## src/sv/wsp_ram.sv

```systemverilog
// Generic single-write, single-read RAM with registered read data.
// No dependencies.
module wsp_ram #(
  parameter int unsigned WIDTH = 8,
  parameter int unsigned DEPTH = 16
) (
  input  logic                     clk_i,
  input  logic                     we_i,
  input  logic [$clog2(DEPTH)-1:0] waddr_i,
  input  logic [WIDTH-1:0]         wdata_i,
  input  logic [$clog2(DEPTH)-1:0] raddr_i,
  output logic [WIDTH-1:0]         rdata_o
);
  logic [WIDTH-1:0] mem [DEPTH];

  always_ff @(posedge clk_i) begin
    if (we_i) begin
      mem[waddr_i] <= wdata_i;
    end
    rdata_o <= mem[raddr_i];
  end
endmodule

```

## config.mk

```make
export PLATFORM = sky130hd
export DESIGN_NAME = wsp_ram
export DESIGN_NICKNAME = d
export VERILOG_FILES = /design/src/sv/wsp_ram.sv
export SDC_FILE = /design/constraint.sdc
export NUM_CORES = 1
export LEC_CHECK = 0
export BUFFER_PORTS_ARGS = -buffer_cell sky130_fd_sc_hd__buf_2
export CAP_MARGIN = 30
export CORE_MARGIN = 8
export CORE_UTILIZATION = 45
export CTS_BUF_LIST = sky130_fd_sc_hd__clkbuf_8
export DETAILED_ROUTE_END_ITERATION = 12
export PLACE_DENSITY = 0.62
export SLEW_MARGIN = 25
export SYNTH_ARGS = -nofsm -noshare
export SYNTH_HDL_FRONTEND = slang
export SYNTH_SLANG_ARGS = --single-unit
```

## constraint.sdc

```tcl
create_clock -name clk_i -period 1.8 [get_ports clk_i]
set_clock_uncertainty 0.1 [all_clocks]
set_input_delay 0.27 -clock clk_i [delete_from_list [all_inputs] [get_ports clk_i]]
set_output_delay 0.27 -clock clk_i [all_outputs]
set_load 0.02 [all_outputs]
```

### Word level (Yosys, flattened, before mapping)

Memory sizes are Yosys's and may differ from the RTL's. A register that Yosys moved wholly into a read port is not among the register bits.
Cells that the tools add are included.

* flip-flop bits (word level): 0
* bits in latches: 0
* memory bits (writable): 128
* bits in read-only memories: 0
* bits of input ports: 18
* output and inout port bits: 8
* logic and storage cells: 3
* memories: 1

* add/sub/neg operators: 0
* $mul: 0
* divide/modulo/power cells: 0
* $lt $le $gt $ge: 0
* equal/unequal tests: 0
* shift-type cells: 0
* multiplexer cells: 2
* bitwise gates (word level): 0
* reductions and logical operators: 0

Memory list
* mem: words 16, width 8, read ports 1, clocked after memory_dff 1, write ports 1, RTL line 14 `logic [WIDTH-1:0] mem [DEPTH];`

Operators with widths (number)
* two-way mux 1 bit: 2

### Longest topological paths before layout

* depth in word-level cells: 2
* gate-level depth with buffers: 5
* depth with buffers taken out: 3

### Least setup slack after synthesis

OpenSTA, ideal clock, no wires.

* kind: input port to flip-flop
* start point: input port waddr_i[2]
* end point: memory mem[0][0], enable pin
* setup time: 383 ps
* data arrival time: 1380 ps
* required time: 1317 ps
* path slack: -63 ps
* stages on the path: 2
* buffers on the path: 0
* cell sequence: or3b_2 -> nor3_1

RTL lines
* start, declared: RTL line 9 `input logic [$clog2(DEPTH)-1:0] waddr_i,`
* end, declared: RTL line 14

No word-level cell before the write port.

==> metrics.md <==
| Metric | Value |
|---|---|
| Final Max Slew Viols | 0 |
| Core ar. | roughly 0.011 sq mm |
| Buf+Inv Stages, Crit Path | 0 |
| Pwr/cell area | around 1100 mW/mm^2 |
| Layout area overhead | 17.04% |
| Number of synthesized flops with an enable pin | 128 |
| Grt total ovfl | 0 |
| WHS Path Cells | 1 |
| Most common cell in the netlist | edfxtp_1 |
| Tcrit/Tclk final | 0.8564 |
| Worst-margin pin slew | 821.6 ps |
| CTS tree | done |
| I/O Buffers | 25 |
| Hold EP | mem[7][3] |
| Final cell count without fillers | 439 |
| Worst-path clk slew | around 70 ps |
| Worst R2R Setup Slack | about 260 ps |
| Crit path max fanout | 1 |
| CP Data Required Time | 2000 ps |
| Number of diodes | 0 |
| Max-slew headroom | 0.4502 |
| Antenna Nets Post-Route | 0 |
| Seq cells post-synth | 136 |
| Fill count | approximately 870 |
| Syn nets | 247 |
| Vias/cell | 5.531 |
| Setup ws final | 258.5 ps |
| Reg2reg start | mem[0][2] |
| Max Freq | 0.6487 GHz |
| First-pass GRT wire length | 14430 microns |
| DP Wirelength | between 6000 and 7000 microns |
| Top delay family on crit path | multiplexers |
| MaxCap Viol Count | 0 |
| Initial core utilization | 0.4567 |
| Syn_area_per_cell | 22.48 sq um |
| Util after Layout | 0.5345 |
| Area post-placement | 0.005558 sq mm |
| Hold Startpoint | wdata_i[3] |
| Initial DRC count | 292 |
| 1st-pass router iterations | 4 |
| Synth Instances | between 200 and 250 |
| Yosys top cell area share | 0.7467 |
| Synth Flop Type | edfxtp_1 |
| Fin nets | 301 |
| Crit end category | flop |
| Count of final hold-check violations | 0 |
| Placement Setup Slack | -75.88 ps |
| Die X | about 120 microns |
| Initial antenna violation count | 0 |
| Minimum clock period after layout | 1542 ps |
| Vias in the first global route | 2503 |
| Setup violators final | 0 |
| Routed vias | 2428 |
| Post-CTS sizing | 0 |
| Die Y-Extent | 123.0 microns |
| Post-Route WL | 9620 microns |
| Post-Syn Area | 0.005147 sq mm |
| Worst EP arrival | ~1700 ps |
| CP max stage delay | 490 ps |
| Crit path kind | flop to flop |
| DRC violations left | 0 |
| Startpoint Class | flop |
| Status | finished clean |
| RR Endpoint | rdata_o[2] |
| Clock Path Buffers | 2 |
| Top Ports | 26 |
| Reg2reg path depth | 3 |
| Num CTS Buffers | 17 |
| Unique masters post-synth | 19 |
| Placer Congestion | 0.7450 |
| Critical path's slowest cell | mux4_1 |
| Root buf cell | clkbuf_8 |
| Layout cells sized above 1 | 0.3176 |
| WL per Instance | 21.91 microns |
| Maximum vdd drop | ~530 uV |
| Post-CTS Hold Fix Bufs | 0 |
| Overall power | 6.758 mW |
| Hold Crit Class | input port to flop |
| RSZ-0062 raised after global routing | false |
| CTS sink count | 136 |
| Dominant cell type by area after synthesis | edfxtp_1 |
| Overall Global Routing Usage | 0.1376 |
| Die ar. | 0.01512 sq mm |
| Seq/Total Area, Yosys | 0.7778 |
| Critical Path, Cell by Cell | mux4_1 -> a22oi_1 -> nand2_1 |
| Largest net degree at the start of global routing | 33 |
| Async SR Flop Fraction | 0 |
| Num rows | 39 |
| Lkg Pwr | roughly 2.0 nW |
| Placed insts | 407 |
| Synth cell count leaders | edfxtp_1 (128), mux4_2 (18), a22oi_1 (16) |
| Post-CTS Setup Inserts | 0 |
| Final instance area | 0.006025 sq mm |
| Synth area leaders | edfxtp_1 (75%), mux4_2 (7.9%), mux4_1 (7.1%) |
| H-Tree Depth | 4 |
| Setup TNS | 0 ps |
| Worst-Skew Late Latency | about 420 ps |
| Yosys warning count | 0 |
| Hold slack final | 126.8 ps |
## registers in the layout (all words and copies together), names as in the netlist
register	count
rdata_o	8
mem	128
## report_power, final
group          internal (mW)  switching, mW
clock network           1.77           1.08
registers               3.54         0.0192
logic                  0.147          0.207
## cell type report
class	instances	area, sq um	share of cell area
sequential	136	4004	0.6646
multi-input combinational	83	1062	0.1763
timing repair buffer	45	312.8	0.05192
clock buffer	17	234.0	0.03884
clock inverter	15	232.7	0.03863
tap	143	178.9	0.02970
## cell usage in the layout (no fill, tap or decap), types with 6 or more instances in the layout
cell       synthesis  final
nand2_1            9      9
mux4_1            14     14
bufinv_16          0      6
buf_2              3     25
a22oi_1           16     16
buf_4              1     17
clkbuf_8           0     17
mux4_2            18     18
edfxtp_1         128    128
dfxtp_1            8      8
nor2_1            13     13
## how the worst max path moves through the flow
stage               depth (start not counted)    endpoint       start  slack [ps]
finish                                      3  rdata_o[2]   mem[0][2]         260
detailed placement                          5  rdata_o[2]  raddr_i[0]         -80
global route                                3  rdata_o[2]   mem[0][2]         230
CTS                                         3  rdata_o[2]   mem[0][2]         290
floorplan                                   2   mem[3][0]  waddr_i[2]         160
global placement                            5  rdata_o[2]  raddr_i[0]         -60
## logic make-up (layout without fill, tap and decap cells)
family / Yosys count / count (layout) / synth area share
mux: 32 / 32 / 0.1502
compound gates: 16 / 16 / 0.02334
simple gates: 35 / 35 / 0.03184
buf+inv: 10 / 77 / 0.01677
flops: 136 / 136 / 0.7778
## worst reg2reg max path: cells and delay by family (launching register included)
family / cells / cell delay (ps)
AOI/OAI and AO/OA: 1 / 360
DFF: 1 / 380
muxes: 1 / 490
and+or+nand+nor: 1 / 100
## metal layers
layer	GRT usage	share of wire	vias to the layer above
li1	-	-	1080
met1	0.1777	0.43	1276
met2	0.2137	0.50	62
met3	0.03699	0.054	10
met4	0.06550	0.013	0
met5	0	0	-
(Power assumes the default switching activity.)
