## config.mk

```make
export PLATFORM = sky130hd
export DESIGN_NAME = wsp_mul
export DESIGN_NICKNAME = d
export VERILOG_FILES = /design/src/sv/wsp_pkg.sv /design/src/sv/wsp_mul.sv
export SDC_FILE = /design/constraint.sdc
export NUM_CORES = 2
export LEC_CHECK = 0
export BUFFER_PORTS_ARGS = -buffer_cell sky130_fd_sc_hd__buf_2
export CELL_PAD_IN_SITES_DETAIL_PLACEMENT = 1
export CELL_PAD_IN_SITES_GLOBAL_PLACEMENT = 2
export CORE_MARGIN = 8
export CORE_UTILIZATION = 33
export DETAILED_ROUTE_END_ITERATION = 6
export GPL_TIMING_DRIVEN = 0
export PLACE_DENSITY = 0.76
export REMOVE_ABC_BUFFERS = 1
export SLEW_MARGIN = 20
export SYNTH_ARGS = -nofsm -noshare
export SYNTH_HDL_FRONTEND = slang
export SYNTH_SLANG_ARGS = --single-unit
```

## constraint.sdc

```tcl
create_clock -name clk_i -period 15.3 [get_ports clk_i]
set_input_delay 0.765 -clock clk_i [delete_from_list [all_inputs] [get_ports clk_i]]
set_output_delay 0.765 -clock clk_i [all_outputs]
set_load 0.02 [all_outputs]
```

## src/sv/wsp_pkg.sv

```systemverilog
// Shared constants, command/status codes and sequencer states for the weighted site picker.
// No dependencies.
package wsp_pkg;

  localparam int unsigned MAX_SITES = 1024;
  localparam int unsigned ID_W      = 24;
  localparam int unsigned IDX_W     = $clog2(MAX_SITES);
  localparam int unsigned CNT_W     = $clog2(MAX_SITES + 1);
  localparam int unsigned SUM_W     = 63;
  localparam int unsigned MULT_W    = 16;
  localparam int unsigned RATE_W    = 32;
  localparam int unsigned PROD_W    = 64;

  localparam logic [CNT_W-1:0] MAX_CNT = CNT_W'(MAX_SITES);

  typedef enum logic [2:0] {
    CMD_ADD     = 3'd0,
    CMD_REMOVE  = 3'd1,
    CMD_CLEAR   = 3'd2,
    CMD_REBUILD = 3'd3,
    CMD_PICK    = 3'd4,
    CMD_LISTED  = 3'd5
  } cmd_e;

  typedef enum logic [1:0] {
    ST_OK        = 2'd0,
    ST_FULL      = 2'd1,
    ST_NOT_FOUND = 2'd2,
    ST_EMPTY     = 2'd3
  } status_e;

  typedef enum logic [4:0] {
    S_IDLE, S_ADD_MUL, S_ADD_SUM,
    S_SCAN_RD, S_SCAN_CMP, S_RM_RDLAST, S_RM_WR, S_RM_SUB,
    S_RB_RD, S_RB_MUL, S_RB_ACC,
    S_PK_RDL, S_PK_MULH, S_PK_MULL, S_PK_TGT, S_PK_CHK, S_PK_CMP, S_PK_ID, S_PK_CAP,
    S_FIN
  } state_e;

  // saturating add of a weight onto an unsigned Q63.0 sum
  function automatic logic [SUM_W-1:0] sat_add(input logic [SUM_W-1:0] a,
                                               input logic [PROD_W-1:0] b);
    logic [PROD_W-1:0] s;
    s = {1'b0, a} + b;
    return s[PROD_W-1] ? {SUM_W{1'b1}} : s[SUM_W-1:0];
  endfunction

endpackage

```

## src/sv/wsp_mul.sv

```systemverilog
// Shared 32x32 multiplier with registered product.
// Depends on wsp_pkg.
module wsp_mul (
  input  logic                        clk_i,
  input  logic [wsp_pkg::RATE_W-1:0]  a_i,
  input  logic [wsp_pkg::RATE_W-1:0]  b_i,
  output logic [wsp_pkg::PROD_W-1:0]  p_o
);
  import wsp_pkg::*;

  always_ff @(posedge clk_i) begin
    p_o <= PROD_W'(a_i) * PROD_W'(b_i);
  end
endmodule

```

Word level (Yosys, flattened, before mapping). Cells that the tools add are included.

Flip-flop bits (word level): 64. Input bits: 65. Output and inout port bits: 64. Word-level logic and storage cells: 2.

Multipliers: 1.

Operator list (count): 32-bit by 32-bit multiplier with 64-bit output (1).

Depth between registers and ports, before layout.
Depth after elaboration: 1. Gate-level depth with buffers: 29. Depth with buffers taken out: 27.

Worst setup path after synthesis. Ideal clock, no wire load.

Path type: in2reg. Start point: in a_i[25] (netlist name). End point: reg p_o[62] (netlist name). Setup time: 72 ps. Arrival: 7446 ps. Data required time: 15228 ps. Setup slack: 7782 ps. Cell stages on the path: 25. Buffers on the path: 2. Path through: clkbuf_1 > nand2_1 > fa_1 > inv_1 > fa_1 > inv_1 > fa_1 > inv_1 > fa_1 > fa_1 > fa_1 > fa_1 > inv_1 > fa_1 > inv_1 > ha_1 > buf_2 > nand4_1 > or4_1 > or3_1 > a31oi_1 > a31o_2 > a211oi_1 > o21ai_1 > xor2_1.

Word-level cells in the longest chain between the ends: 1.

RTL lines: start, declared (RTL line wsp_mul.sv:5) `input logic [wsp_pkg::RATE_W-1:0] a_i,`; 32-bit by 32-bit multiplier with 64-bit output (RTL line wsp_mul.sv:12) `p_o <= PROD_W'(a_i) * PROD_W'(b_i);`; end signal, assigned (RTL line wsp_mul.sv:12); end, declared (RTL line wsp_mul.sv:7) `output logic [wsp_pkg::PROD_W-1:0] p_o`.

No other way between the ends.

Final worst setup path.
Start point: in a_i[25] (netlist name). End point: reg p_o[42] (netlist name).

Same word-level chain as after synthesis.

==> metrics.log <==
[metrics] critical path type: primary input to register
[metrics] Achievable Freq: 114 MHz
[metrics] Max Transition Viols Final: 0
[metrics] post-cts gate resize count: 0
[metrics] global-route usage over all layers: 0.191
[metrics] routed length on met3: 4380 µm
[metrics] sequential element share of the synthesized area: 0.0369
[metrics] post-detailed-route wirelength per cell: 21.3 µm
[metrics] GRT Residual Overflow: 0
[metrics] clock buffers created by TritonCTS: 9
[metrics] mean instance size in the synthesized netlist: 9.25 µm²
[metrics] maximum buffer depth of the clock tree: 2
[metrics] library cells used by synthesis: 57
[metrics] number of flip-flops and latches in the synthesized netlist: 64
[metrics] RSZ-0062 raised after global routing: false
[metrics] top post-synthesis cells by area: fa_1 (52%), and2_1 (11%), ha_1 (9.5%)
[metrics] most used flip-flop cell after synthesis: dfxtp_1
[metrics] count of final hold-check violations: 0
[metrics] Max-cap violations: 0
[metrics] slowest library cell on the worst path: buf_2
[metrics] initial cell density of the core: 0.331
[metrics] number of H-tree branching levels: 3
[metrics] number of hold-repair buffers added at the cts stage: 0
[metrics] cell with the most instances after synthesis: fa_1
[metrics] top layer reached by signal wires: met4
[metrics] pin count of the biggest net entering global routing: 33
[metrics] setup violators final: 0
[metrics] Crit path max-delay family: adder cells
[metrics] top fanout value on the critical path: 32
[metrics] Clock Tree Root: clkbuf_16
[metrics] length of routed wiring on met1: 46800 µm
[metrics] headroom to the max-slew limit: 0.280
[metrics] detail-routed via count per cell: 4.86
[metrics] async set or reset register ratio after synthesis: 0
[metrics] clock transition at the register clock pins on the worst setup and hold paths after CTS: 0.07 ns
[metrics] number of nets with antenna violations after routing: 0
[metrics] number of warnings reported in the yosys synthesis log: 0
[metrics] flip-flop count of the largest register after layout: 64
[metrics] number of iterations in the first detailed-routing pass: 5
[metrics] transition time at the pin with the least slew margin: 1.08 ns
[metrics] Cell Chain, Critical Path: buf_2, nand2_1, fa_1, inv_1, fa_1, inv_1, fa_1, inv_1, fa_1, fa_1, fa_1, fa_1, inv_1, fa_1, inv_1, ha_1, nand4_1, or4_1, or3_1, a31oi_1, nand2b_1, a31oi_1, xnor2_1
[metrics] global-route wire length before repair: 171000 µm
[metrics] commonest cells in the synthesized netlist: fa_1 (896), inv_1 (865), and2_1 (602), nand2_1 (480), ha_1 (263)
[metrics] cell count after synthesis: 3748
[metrics] Critical Path Start Type: primary input
[metrics] crit path time final: 8.77 ns
[metrics] post-CTS setup buffers: 0
[metrics] number of nets in the final layout: 4891
[metrics] detailed-route DRC error count: 0
[metrics] routability cong.: 0.882
[metrics] Critical Path End Type: register
[metrics] Final period util: 0.573
[metrics] WP data required: 15.51 ns
[metrics] most frequent cell on the critical path: fa_1
[metrics] CORE AREA: 0.105 mm²
[metrics] TNS Setup: 0 ns
[metrics] fraction of final layout cells sized beyond drive strength 1: 0.0436
[metrics] Buf+Inv Stages, Crit Path: 6
[metrics] row count: 119
[metrics] quantity of I/O buffers inserted on ports: 128
[metrics] drt total wl: 108000 µm
[metrics] cell type with the largest total area after synthesis: fa_1
[metrics] count of clock tree sinks: 64
[metrics] vias after detailed routing: 24600
[metrics] Critical Path Max Stage Delay: 0.67 ns
[metrics] Reg with most FFs: p_o
[metrics] CTS tree: built
[metrics] die width: 340 µm
[metrics] half-perimeter wire length after placement: 82300 µm
[metrics] violation count after the first detailed-routing iteration: 1009
[metrics] top flop regs: p_o x64
[metrics] Hold Slack: 1.18 ns
[metrics] status: finished, final reports clean
[metrics] I/O Pins: 129
[metrics] type of the most critical hold path: primary input to register
[metrics] DR WL met2: 54000 µm
[metrics] share of the synthesized area in the top cell type: 0.517
[metrics] data arrival time of the worst path: 8.98 ns
[metrics] number of synthesized flops with an enable pin: 0
[metrics] area grow syn2layout: 5.33%
[metrics] number of global-route vias before repair: 29100
[metrics] vertical die dimension: 340 µm
[metrics] mapped cell area: 0.0347 mm²
[metrics] source of the worst hold timing path: b_i[0]
[metrics] die area: 0.116 mm²
[metrics] first element of the critical path: a_i[25]
[metrics] antenna violations before repair: 13
[layout make-up]
| class | instances | area (µm²) |
|---|---|---|
| fillers | 12200 | 68300 |
| multi-input cells | 2599 | 29300 |
| inverters | 865 | 3250 |
| well taps | 1391 | 1740 |
| flip-flops and latches | 64 | 1280 |
| repair buffers | 128 | 641 |
| clock buffers | 9 | 225 |
| clock inverters | 6 | 61.3 |
| diodes | 6 | 15.0 |
[placed cells by master (no fill, tap or decap), types with 20 or more instances in the layout]
master,n
ha_1,263
dfxtp_1,64
inv_1,865
a21o_1,40
fa_1,896
nor2_1,20
and2_1,602
o21ai_0,21
xor2_1,25
nand2_1,480
nand4_1,23
buf_2,128
xnor2_1,35
a21oi_1,63
[worst paths after layout]
kind | end | cells after the start
min | p_o[0] | 2
max | p_o[42] | 23
[per-layer routing]
layer / global-route usage / up-vias
met5: 0 / -
met4: 0.0458 / 0
met3: 0.0250 / 166
met2: 0.339 / 527
met1: 0.247 / 13300
li1: - / 10700
[metrics by stage]
stage / std cells / setup slack [ns] / utilization / instance area (µm²)
floorplan: 3528 / 8.07 / - / 33800
global placement: 5047 / 6.24 / 0.346 / 36200
detailed placement: 5047 / 6.22 / 0.346 / 36200
CTS: 5062 / 6.61 / 0.348 / 36500
global route: 5062 / 6.26 / 0.348 / 36500
finish: 5068 / 6.53 / 0.348 / 36500
[logic make-up after synthesis]
| family | after synthesis | synth area share |
|---|---|---|
| and+or+nand+nor | 1177 | 0.176 |
| xor gates and xnor gates | 60 | 0.0152 |
| AOI/OAI and AO/OA | 202 | 0.0415 |
| muxes | 1 | 0.000289 |
| buffers and inverters | 1085 | 0.118 |
| adders and majority gates | 1159 | 0.612 |
| DFF | 64 | 0.0369 |
Power is not shown: default switching activity piles up to over one toggle a cycle in this logic, so the estimate is an artifact.
